[src/sor_pkg.sv]
// ----------------------------------------------------------------------------
// sor_pkg
// shared constants, types and helpers for the spiral order reader
// ----------------------------------------------------------------------------
package sor_pkg;

    localparam int MAX_ROWS    = 8;
    localparam int MAX_COLS    = 8;
    localparam int STORE_DEPTH = MAX_ROWS * MAX_COLS;

    localparam int DATA_W  = 32;
    localparam int COUNT_W = 4;
    localparam int ADDR_W  = $clog2(STORE_DEPTH);
    localparam int TOTAL_W = ADDR_W + 1;
    localparam int ROW_W   = $clog2(MAX_ROWS);
    localparam int COL_W   = $clog2(MAX_COLS);

    localparam logic REG_ROW_COUNT = 1'b0;
    localparam logic REG_COL_COUNT = 1'b1;

    typedef enum logic [1:0] {
        S_LOAD = 2'b01,
        S_EMIT = 2'b10
    } t_state;

    typedef enum logic [1:0] {
        D_RIGHT = 2'b00,
        D_DOWN  = 2'b01,
        D_LEFT  = 2'b10,
        D_UP    = 2'b11
    } t_dir;

    function automatic logic [COUNT_W-1:0] clamp_count(
        input logic [COUNT_W-1:0] v,
        input logic [COUNT_W-1:0] hi
    );
        logic [COUNT_W-1:0] res;
        res = v;
        if (v == '0) begin
            res = COUNT_W'(1);
        end else if (v > hi) begin
            res = hi;
        end
        return res;
    endfunction

endpackage

[src/spiral_order_reader_top.sv]
// after the item completing the matrix is accepted, the state register moves to emitting
// and results come through the store's registered read port, one result per cycle
// items are taken while loading whenever i_start is high; busy is high while emitting
// reset: synchronous active low, counts return to 8 x 8 and loading restarts
// the receiver cannot stall: each result is shown for one cycle under o_valid
// ----------------------------------------------------------------------------
// spiral_order_reader_top
// stores a matrix in row-major order and reads it back in clockwise spiral
// order from an element store with one write port and one registered read port, a two-port store
// ----------------------------------------------------------------------------
module spiral_order_reader_top (
    input  logic                                 i_clk,
    input  logic                                 i_rst_n,
    input  logic                                 i_start,
    output logic                                 o_busy,
    input  logic signed [sor_pkg::DATA_W-1:0]    i_value,
    input  logic                                 i_wr_en,
    input  logic                                 i_wr_index,
    input  logic        [sor_pkg::COUNT_W-1:0]   i_wr_data,
    output logic                                 o_valid,
    output logic signed [sor_pkg::DATA_W-1:0]    o_out_value,
    output logic                                 o_is_last
);

    localparam logic [sor_pkg::COUNT_W-1:0] ROW_HI = sor_pkg::COUNT_W'(sor_pkg::MAX_ROWS);
    localparam logic [sor_pkg::COUNT_W-1:0] COL_HI = sor_pkg::COUNT_W'(sor_pkg::MAX_COLS);

    logic [sor_pkg::DATA_W-1:0] mem [sor_pkg::STORE_DEPTH];

    sor_pkg::t_state                 r_state, n_state;
    sor_pkg::t_dir                   r_dir, n_dir;
    logic [sor_pkg::COUNT_W-1:0]     r_rows, n_rows;
    logic [sor_pkg::COUNT_W-1:0]     r_cols, n_cols;
    logic [sor_pkg::ADDR_W-1:0]      r_load_cnt, n_load_cnt;
    logic [sor_pkg::ADDR_W-1:0]      r_emit_cnt, n_emit_cnt;
    logic [sor_pkg::ROW_W-1:0]       r_row, n_row, r_top, n_top, r_bottom, n_bottom;
    logic [sor_pkg::COL_W-1:0]       r_col, n_col, r_left, n_left, r_right, n_right;
    logic                            r_valid, n_valid;
    logic                            r_last, n_last;
    logic [sor_pkg::DATA_W-1:0]      r_rd_data;

    logic                            accept;
    logic                            load_done;
    logic                            emit_last;
    logic [sor_pkg::TOTAL_W-1:0]     total;
    logic [sor_pkg::TOTAL_W-1:0]     rd_index;
    logic [sor_pkg::ADDR_W-1:0]      rd_addr;

    assign o_busy      = (r_state == sor_pkg::S_EMIT);
    assign o_valid     = r_valid;
    assign o_out_value = r_rd_data;
    assign o_is_last   = r_last;

    assign accept    = i_start && !o_busy;
    assign total     = sor_pkg::TOTAL_W'(r_rows) * sor_pkg::TOTAL_W'(r_cols);
    assign load_done = ((sor_pkg::TOTAL_W'(r_load_cnt) + sor_pkg::TOTAL_W'(1)) == total);
    assign emit_last = ((sor_pkg::TOTAL_W'(r_emit_cnt) + sor_pkg::TOTAL_W'(1)) == total);
    assign rd_index  = sor_pkg::TOTAL_W'(r_row) * sor_pkg::TOTAL_W'(r_cols)
                     + sor_pkg::TOTAL_W'(r_col);
    assign rd_addr   = rd_index[sor_pkg::ADDR_W-1:0];

    always_comb begin
        n_state    = r_state;
        n_dir      = r_dir;
        n_rows     = r_rows;
        n_cols     = r_cols;
        n_load_cnt = r_load_cnt;
        n_emit_cnt = r_emit_cnt;
        n_row      = r_row;
        n_col      = r_col;
        n_top      = r_top;
        n_bottom   = r_bottom;
        n_left     = r_left;
        n_right    = r_right;
        n_valid    = 1'b0;
        n_last     = 1'b0;

        if (i_wr_en) begin
            if (i_wr_index == sor_pkg::REG_ROW_COUNT) begin
                n_rows = sor_pkg::clamp_count(i_wr_data, ROW_HI);
            end else begin
                n_cols = sor_pkg::clamp_count(i_wr_data, COL_HI);
            end
            n_load_cnt = '0;
        end

        unique case (r_state)
            sor_pkg::S_LOAD: begin
                if (accept) begin
                    if (load_done) begin
                        n_load_cnt = '0;
                        n_emit_cnt = '0;
                        n_state    = sor_pkg::S_EMIT;
                        n_dir      = sor_pkg::D_RIGHT;
                        n_row      = '0;
                        n_col      = '0;
                        n_top      = '0;
                        n_left     = '0;
                        n_bottom   = sor_pkg::ROW_W'(r_rows - sor_pkg::COUNT_W'(1));
                        n_right    = sor_pkg::COL_W'(r_cols - sor_pkg::COUNT_W'(1));
                    end else begin
                        n_load_cnt = r_load_cnt + sor_pkg::ADDR_W'(1);
                    end
                end
            end
            sor_pkg::S_EMIT: begin
                n_valid    = 1'b1;
                n_last     = emit_last;
                n_emit_cnt = r_emit_cnt + sor_pkg::ADDR_W'(1);
                if (emit_last) begin
                    n_state = sor_pkg::S_LOAD;
                end
                // walk one step, turning and shrinking the finished side at a corner
                unique case (r_dir)
                    sor_pkg::D_RIGHT: begin
                        if (r_col != r_right) begin
                            n_col = r_col + sor_pkg::COL_W'(1);
                        end else begin
                            n_top = r_top + sor_pkg::ROW_W'(1);
                            n_row = r_row + sor_pkg::ROW_W'(1);
                            n_dir = sor_pkg::D_DOWN;
                        end
                    end
                    sor_pkg::D_DOWN: begin
                        if (r_row != r_bottom) begin
                            n_row = r_row + sor_pkg::ROW_W'(1);
                        end else begin
                            n_right = r_right - sor_pkg::COL_W'(1);
                            n_col   = r_col - sor_pkg::COL_W'(1);
                            n_dir   = sor_pkg::D_LEFT;
                        end
                    end
                    sor_pkg::D_LEFT: begin
                        if (r_col != r_left) begin
                            n_col = r_col - sor_pkg::COL_W'(1);
                        end else begin
                            n_bottom = r_bottom - sor_pkg::ROW_W'(1);
                            n_row    = r_row - sor_pkg::ROW_W'(1);
                            n_dir    = sor_pkg::D_UP;
                        end
                    end
                    sor_pkg::D_UP: begin
                        if (r_row != r_top) begin
                            n_row = r_row - sor_pkg::ROW_W'(1);
                        end else begin
                            n_left = r_left + sor_pkg::COL_W'(1);
                            n_col  = r_col + sor_pkg::COL_W'(1);
                            n_dir  = sor_pkg::D_RIGHT;
                        end
                    end
                    default: begin
                        n_dir = sor_pkg::D_RIGHT;
                    end
                endcase
            end
            default: begin
                n_state = sor_pkg::S_LOAD;
            end
        endcase
    end

    always_ff @(posedge i_clk) begin
        if (!i_rst_n) begin
            r_state    <= sor_pkg::S_LOAD;
            r_dir      <= sor_pkg::D_RIGHT;
            r_rows     <= ROW_HI;
            r_cols     <= COL_HI;
            r_load_cnt <= '0;
            r_emit_cnt <= '0;
            r_valid    <= 1'b0;
            r_last     <= 1'b0;
        end else begin
            r_state    <= n_state;
            r_dir      <= n_dir;
            r_rows     <= n_rows;
            r_cols     <= n_cols;
            r_load_cnt <= n_load_cnt;
            r_emit_cnt <= n_emit_cnt;
            r_valid    <= n_valid;
            r_last     <= n_last;
        end
    end

    always_ff @(posedge i_clk) begin
        r_row    <= n_row;
        r_col    <= n_col;
        r_top    <= n_top;
        r_bottom <= n_bottom;
        r_left   <= n_left;
        r_right  <= n_right;
    end

    // element store: one write port for loading, one registered read for emitting
    always_ff @(posedge i_clk) begin
        if (accept) begin
            mem[r_load_cnt] <= i_value;
        end
    end

    always_ff @(posedge i_clk) begin
        if (o_busy) begin
            r_rd_data <= mem[rd_addr];
        end
    end

`ifndef SYNTHESIS
    a_emit_in_range: assert property (@(posedge i_clk) disable iff (!i_rst_n)
        o_busy |-> (sor_pkg::TOTAL_W'(r_emit_cnt) < total))
        else $error("emit count beyond matrix size");

    a_load_in_range: assert property (@(posedge i_clk) disable iff (!i_rst_n)
        !o_busy |-> (sor_pkg::TOTAL_W'(r_load_cnt) < total))
        else $error("load count beyond matrix size");

    a_busy_from_item: assert property (@(posedge i_clk) disable iff (!i_rst_n)
        $rose(o_busy) |-> $past(i_start))
        else $error("emission began without an item");

    a_end_flags_last: assert property (@(posedge i_clk) disable iff (!i_rst_n)
        $fell(o_busy) |-> (o_valid && o_is_last))
        else $error("end of emission without last item");

    a_nothing_after_last: assert property (@(posedge i_clk) disable iff (!i_rst_n)
        o_is_last |=> !o_valid)
        else $error("item after last of run");
`endif

endmodule
[config.mk]
export PLATFORM = sky130hd
export DESIGN_NAME = spiral_order_reader_top
export DESIGN_NICKNAME = d
export VERILOG_FILES = /design/src/sor_pkg.sv /design/src/spiral_order_reader_top.sv
export SDC_FILE = /design/constraint.sdc
export NUM_CORES = 2
export LEC_CHECK = 0
export BUFFER_PORTS_ARGS = -buffer_cell sky130_fd_sc_hd__buf_2
export CAP_MARGIN = 20
export CORE_ASPECT_RATIO = 0.75
export CORE_MARGIN = 5
export CORE_UTILIZATION = 30
export DETAILED_ROUTE_END_ITERATION = 12
export PLACE_DENSITY_LB_ADDON = 0.08
export SYNTH_ARGS = -nofsm -noshare
export SYNTH_HDL_FRONTEND = slang
export SYNTH_SLANG_ARGS = --single-unit
[constraint.sdc]
create_clock -name i_clk -period 4.6 [get_ports i_clk]
set_input_delay 0.69 -clock i_clk [delete_from_list [all_inputs] [get_ports i_clk]]
set_output_delay 0.69 -clock i_clk [all_outputs]
set_load 0.1 [all_outputs]
==> flow_summary.html <==
<table>
<tr><th>Metric</th><th>Value</th></tr>
<tr><th colspan="2">Synthesis</th></tr>
<tr><td>Register bit count reported by yosys</td><td>2124</td></tr>
<tr><td>Number of flops mapped to enable cells by yosys</td><td>2098</td></tr>
<tr><td>Proportion of synthesized area in mux cells</td><td>0.1774</td></tr>
<tr><td>Top area cells in the synthesized netlist</td><td>sky130_fd_sc_hd__edfxtp_1 (76%), sky130_fd_sc_hd__mux4_2 (17%), sky130_fd_sc_hd__mux2i_1 (1.0%)</td></tr>
<tr><td>Xor/xnor cell area share of the yosys netlist</td><td>0.005681</td></tr>
<tr><td>Compound-cell area share of the yosys netlist</td><td>0.01027</td></tr>
<tr><td>Yosys top cell by area</td><td>sky130_fd_sc_hd__edfxtp_1</td></tr>
<tr><td>Most used standard cell by instance count after synthesis</td><td>sky130_fd_sc_hd__edfxtp_1</td></tr>
<tr><td>Net count after synthesis</td><td>3639</td></tr>
<tr><td>Fraction of the mapped netlist area in adder cells</td><td>0.007121</td></tr>
<tr><td>Gate count of the mapped netlist</td><td>3557</td></tr>
<tr><td>Netlist Area Pre-Place</td><td>between 80000 and 90000 sq um</td></tr>
<tr><td>Largest family of logic cells by synthesized area</td><td>multiplexers</td></tr>
<tr><td>Top-area cell type share of the netlist area</td><td>0.7629</td></tr>
<tr><td>Most frequent cells after synthesis</td><td>sky130_fd_sc_hd__edfxtp_1 (2098), sky130_fd_sc_hd__mux4_2 (609), sky130_fd_sc_hd__nor2_1 (86), sky130_fd_sc_hd__mux2i_1 (83), sky130_fd_sc_hd__clkbuf_1 (81)</td></tr>
<tr><td>Most used DFF post-synth</td><td>sky130_fd_sc_hd__edfxtp_1</td></tr>
<tr><td>Synthesized-area fraction occupied by and/or/nand/nor cells</td><td>0.01809</td></tr>
<tr><td>Post-synthesis cell type count</td><td>55</td></tr>
<tr><td>Share of flip-flops with an asynchronous set or reset</td><td>0</td></tr>
<tr><td>Average size of a mapped cell</td><td>between 20 and 25 sq um</td></tr>
<tr><td>Post-synthesis sequential area ratio</td><td>0.7692</td></tr>
<tr><td>Count of synthesis-stage warnings from yosys</td><td>0</td></tr>
<tr><th colspan="2">Placed design</th></tr>
<tr><td>Final weighted congestion in routability-driven placement</td><td>0.7201</td></tr>
<tr><td>Placed insts</td><td>around 7300</td></tr>
<tr><td>Port Buffers</td><td>75</td></tr>
<tr><td>Estimated wirelength of the detail-placed design</td><td>between 100000 and 150000 um</td></tr>
<tr><td>Cell Area, Placed</td><td>90440 sq um</td></tr>
<tr><th colspan="2">Route</th></tr>
<tr><td>Initial DRT Pass Iterations</td><td>5</td></tr>
<tr><td>Routed length per placed instance</td><td>approximately 32 um</td></tr>
<tr><td>Final ANT Viol Nets</td><td>0</td></tr>
<tr><td>Count of vias placed by the detailed router</td><td>38656</td></tr>
<tr><td>Number of design-rule violations left by the first detailed-router iteration</td><td>3633</td></tr>
<tr><td>Wire length reported by the detailed router</td><td>around 250000 um</td></tr>
<tr><td>Number of remaining DRC errors</td><td>0</td></tr>
<tr><td>Vias per cell</td><td>4.992</td></tr>
<tr><th colspan="2">Floorplanning</th></tr>
<tr><td>FP Rows</td><td>166</td></tr>
<tr><td>Die outline height</td><td>464.4 um</td></tr>
<tr><td>Area of the placeable core</td><td>273300 sq um</td></tr>
<tr><td>Total Die Area</td><td>between 200000 and 300000 sq um</td></tr>
<tr><td>Number of top-level pins</td><td>76</td></tr>
<tr><td>Width of the die</td><td>615.8 um</td></tr>
<tr><td>Initial core utilization</td><td>0.3021</td></tr>
<tr><th colspan="2">STA</th></tr>
<tr><td>Max-slew violations</td><td>0</td></tr>
<tr><td>Worst Hold Slack</td><td>0.1205 ns</td></tr>
<tr><td>Slew Limit Headroom</td><td>0.3382</td></tr>
<tr><td>Fmax</td><td>219.8 MHz</td></tr>
<tr><td>Worst setup skew after layout</td><td>roughly 0.046 ns</td></tr>
<tr><td>Final hold violation count</td><td>0</td></tr>
<tr><td>Finish-stage setup viols</td><td>0</td></tr>
<tr><td>Slew @ Worst Pin</td><td>0.9903 ns</td></tr>
<tr><td>Tcrit/Tclk final</td><td>0.9890</td></tr>
<tr><td>Unrepaired setup endpoints after global routing</td><td>true</td></tr>
<tr><td>Final min period</td><td>4.550 ns</td></tr>
<tr><th colspan="2">Final layout</th></tr>
<tr><td>Non-filler instance count after layout</td><td>7744</td></tr>
<tr><td>Syn-to-layout area delta</td><td>17.74%</td></tr>
<tr><td>Post-layout instance area</td><td>97230 sq um</td></tr>
<tr><td>Share of post-route cells with drive strength above 1</td><td>0.3290</td></tr>
<tr><td>Final nets</td><td>between 4000 and 5000</td></tr>
<tr><th colspan="2">Run status</th></tr>
<tr><td>Run status</td><td>completed</td></tr>
<tr><th colspan="2">Worst setup path</th></tr>
<tr><td>Category of the worst setup path capture point</td><td>flip-flop</td></tr>
<tr><td>Data arrival time of the critical path</td><td>5.14 ns</td></tr>
<tr><td>Max incr delay on CP</td><td>0.85 ns</td></tr>
<tr><td>Dominant delay contributor by cell family on the critical path</td><td>adder cells</td></tr>
<tr><td>Worst-case register-to-register setup slack</td><td>about 0.050 ns</td></tr>
<tr><td>Setup crit start</td><td>r_row[0]$_SDFFCE_PN0P_</td></tr>
<tr><td>Bufs and invs on worst path</td><td>2</td></tr>
<tr><td>Beginning of the worst register-to-register path</td><td>r_row[0]$_SDFFCE_PN0P_</td></tr>
<tr><td>CP max FO</td><td>28</td></tr>
<tr><td>Crit path required time</td><td>5.19 ns</td></tr>
<tr><td>Critical-path top delay cell</td><td>sky130_fd_sc_hd__fa_4</td></tr>
<tr><td>Crit Path Class</td><td>flip-flop to flip-flop</td></tr>
<tr><td>List of cells traversed by the critical path</td><td>and2_4 -&gt; fa_1 -&gt; inv_2 -&gt; fa_1 -&gt; fa_4 -&gt; buf_16 -&gt; mux4_2 -&gt; mux4_2 -&gt; mux2i_4 -&gt; nand2_1 -&gt; o311a_1</td></tr>
<tr><td>Critical Path Start Type</td><td>flip-flop</td></tr>
<tr><th colspan="2">Global routing</th></tr>
<tr><td>Pin count of the biggest net entering global routing</td><td>65</td></tr>
<tr><td>Total congestion overflow</td><td>0</td></tr>
<tr><td>Global-route wire length before repair</td><td>344000 um</td></tr>
<tr><td>GRT Resource Usage Total</td><td>0.1722</td></tr>
<tr><td>Initial antenna violation count</td><td>21</td></tr>
<tr><td>Vias in the first global route</td><td>40454</td></tr>
<tr><th colspan="2">Clocking</th></tr>
<tr><td>Level count of the clock H-tree</td><td>4</td></tr>
<tr><td>Num CTS Buffers</td><td>218</td></tr>
<tr><td>Clk pin slew, worst setup/hold paths</td><td>around 0.060 ns</td></tr>
<tr><td>Clock sink total</td><td>2124</td></tr>
<tr><td>Clock tree from TritonCTS</td><td>yes</td></tr>
<tr><td>Clock insertion delay at the later pin of the skew report</td><td>0.84 ns</td></tr>
<tr><td>Root buffer selected by CTS</td><td>sky130_fd_sc_hd__clkbuf_16</td></tr>
<tr><td>Clock tree buffer depth</td><td>4</td></tr>
<tr><td>Hold buffer count at cts</td><td>0</td></tr>
<tr><th colspan="2">Flow run</th></tr>
<tr><td>Count of max-cap constraint violations</td><td>0</td></tr>
<tr><th colspan="2">Min path</th></tr>
<tr><td>Class of the worst hold path</td><td>input pin to flip-flop</td></tr>
<tr><td>Source of the worst hold timing path</td><td>i_value[11]</td></tr>
<tr><th colspan="2">Pwr</th></tr>
<tr><td>Lkg Pwr</td><td>a little over 0.03 uW</td></tr>
<tr><td>Power density cells</td><td>429.8 nW/um^2</td></tr>
<tr><td>VDD IR-drop max</td><td>0.3054 mV</td></tr>
</table>
placed cells by master (no fill, tap or decap), types with 24 or more instances in the layout:
| cell | count |
|---|---|
| sky130_fd_sc_hd__nor2b_1 | 34 |
| sky130_fd_sc_hd__nand2_1 | 49 |
| sky130_fd_sc_hd__a21oi_1 | 28 |
| sky130_fd_sc_hd__buf_4 | 197 |
| sky130_fd_sc_hd__clkinv_1 | 48 |
| sky130_fd_sc_hd__a211oi_1 | 29 |
| sky130_fd_sc_hd__clkbuf_1 | 60 |
| sky130_fd_sc_hd__nor2_4 | 64 |
| sky130_fd_sc_hd__nand3_1 | 61 |
| sky130_fd_sc_hd__clkinv_2 | 27 |
| sky130_fd_sc_hd__edfxtp_1 | 2098 |
| sky130_fd_sc_hd__and2_1 | 24 |
| sky130_fd_sc_hd__xnor2_1 | 32 |
| sky130_fd_sc_hd__clkbuf_16 | 223 |
| sky130_fd_sc_hd__dfxtp_1 | 26 |
| sky130_fd_sc_hd__mux2i_1 | 80 |
| sky130_fd_sc_hd__buf_2 | 75 |
| sky130_fd_sc_hd__mux4_2 | 609 |
| sky130_fd_sc_hd__ha_1 | 29 |
| sky130_fd_sc_hd__buf_12 | 95 |
through the flow:
stage | setup slack (ns) | setup TNS, ns | power [uW] | utilization
after floorplan | 0.3757 | 0 | 23640 | -
after global placement | -0.2383 | -0.3130 | 25490 | 0.3309
after detailed placement | -0.1928 | -0.2420 | 25490 | 0.3309
after CTS | 0.02073 | 0 | 42380 | 0.3547
after global routing | -0.03056 | -0.09603 | 43380 | 0.3557
final | 0.05039 | 0 | 41790 | 0.3557
cell type report:
class                   instances  area (sq um)
multi-input cells            1219         18650
clock inverters               102         729.5
diodes                          7         17.52
well taps                    3612          4519
fillers                     25110        176100
flip-flops and latches       2124         63520
clock buffers                 281          5756
repair buffers                374          3944
inverters                      25         96.34
what timing repair did:
action / in CTS / in global routing
resized for setup: 4 / 11
pin swaps: 0 / 1
gates cloned: 0 / 2
setup buffers: 0 / 3
setup endpoints to repair: 3 / 15
layer usage:
layer	share of wire	track usage	vias up
met3	0.041	0.02553	296
met4	0.021	0.03595	6
li1	-	-	15972
met2	0.47	0.2748	909
met1	0.47	0.2509	21473
met5	0.00014	0	-
power breakdown:
group	total (uW)	internal [uW]	switching, uW	leakage, uW
logic	3680	1610	2070	0.00805
clock network	16800	9270	7490	0.00313
registers	21400	21300	18.8	0.0191
total	41800	32200	9580	0.0303
registers in the layout (all words and copies together), names as in the netlist:
name,count
r_emit_cnt,6
o_out_value,32
o_is_last,1
r_left,3
mem,2048
r_cols,4
r_state,2
r_top,3
r_right,3
r_load_cnt,6
r_row,3
o_valid,1
r_col,3
r_bottom,3
r_dir,2
r_rows,4
cell families (layout without fill, tap and decap cells):
family,count (synthesis),after routing
AO/OA/AOI/OAI,128,128
XOR/XNOR,47,47
adder cells (fa/ha/maj),41,41
buffers and inverters,214,782
flip-flops,2124,2124
multiplexers,701,701
other,0,7
AND/OR/NAND/NOR,302,302
final timing paths:
path / cells after the start / to
max: 11 / o_out_value[4]$_DFFE_PP_
min: 1 / mem[63][11]$_DFFE_PP_
max reg2reg: 11 / o_out_value[4]$_DFFE_PP_
min reg2reg: 2 / r_emit_cnt[1]$_SDFFE_PN0P_
worst reg2reg max path: stages (launching register included):
cell and delay (ns):
sky130_fd_sc_hd__edfxtp_1 0.41, sky130_fd_sc_hd__and2_4 0.17, sky130_fd_sc_hd__fa_1 0.55, sky130_fd_sc_hd__inv_2 0.05, sky130_fd_sc_hd__fa_1 0.48, sky130_fd_sc_hd__fa_4 0.85
sky130_fd_sc_hd__buf_16 0.23, sky130_fd_sc_hd__mux4_2 0.50, sky130_fd_sc_hd__mux4_2 0.52, sky130_fd_sc_hd__mux2i_4 0.35, sky130_fd_sc_hd__nand2_1 0.10, sky130_fd_sc_hd__o311a_1 0.13
Note: power is estimated with default switching activity, not from simulation.
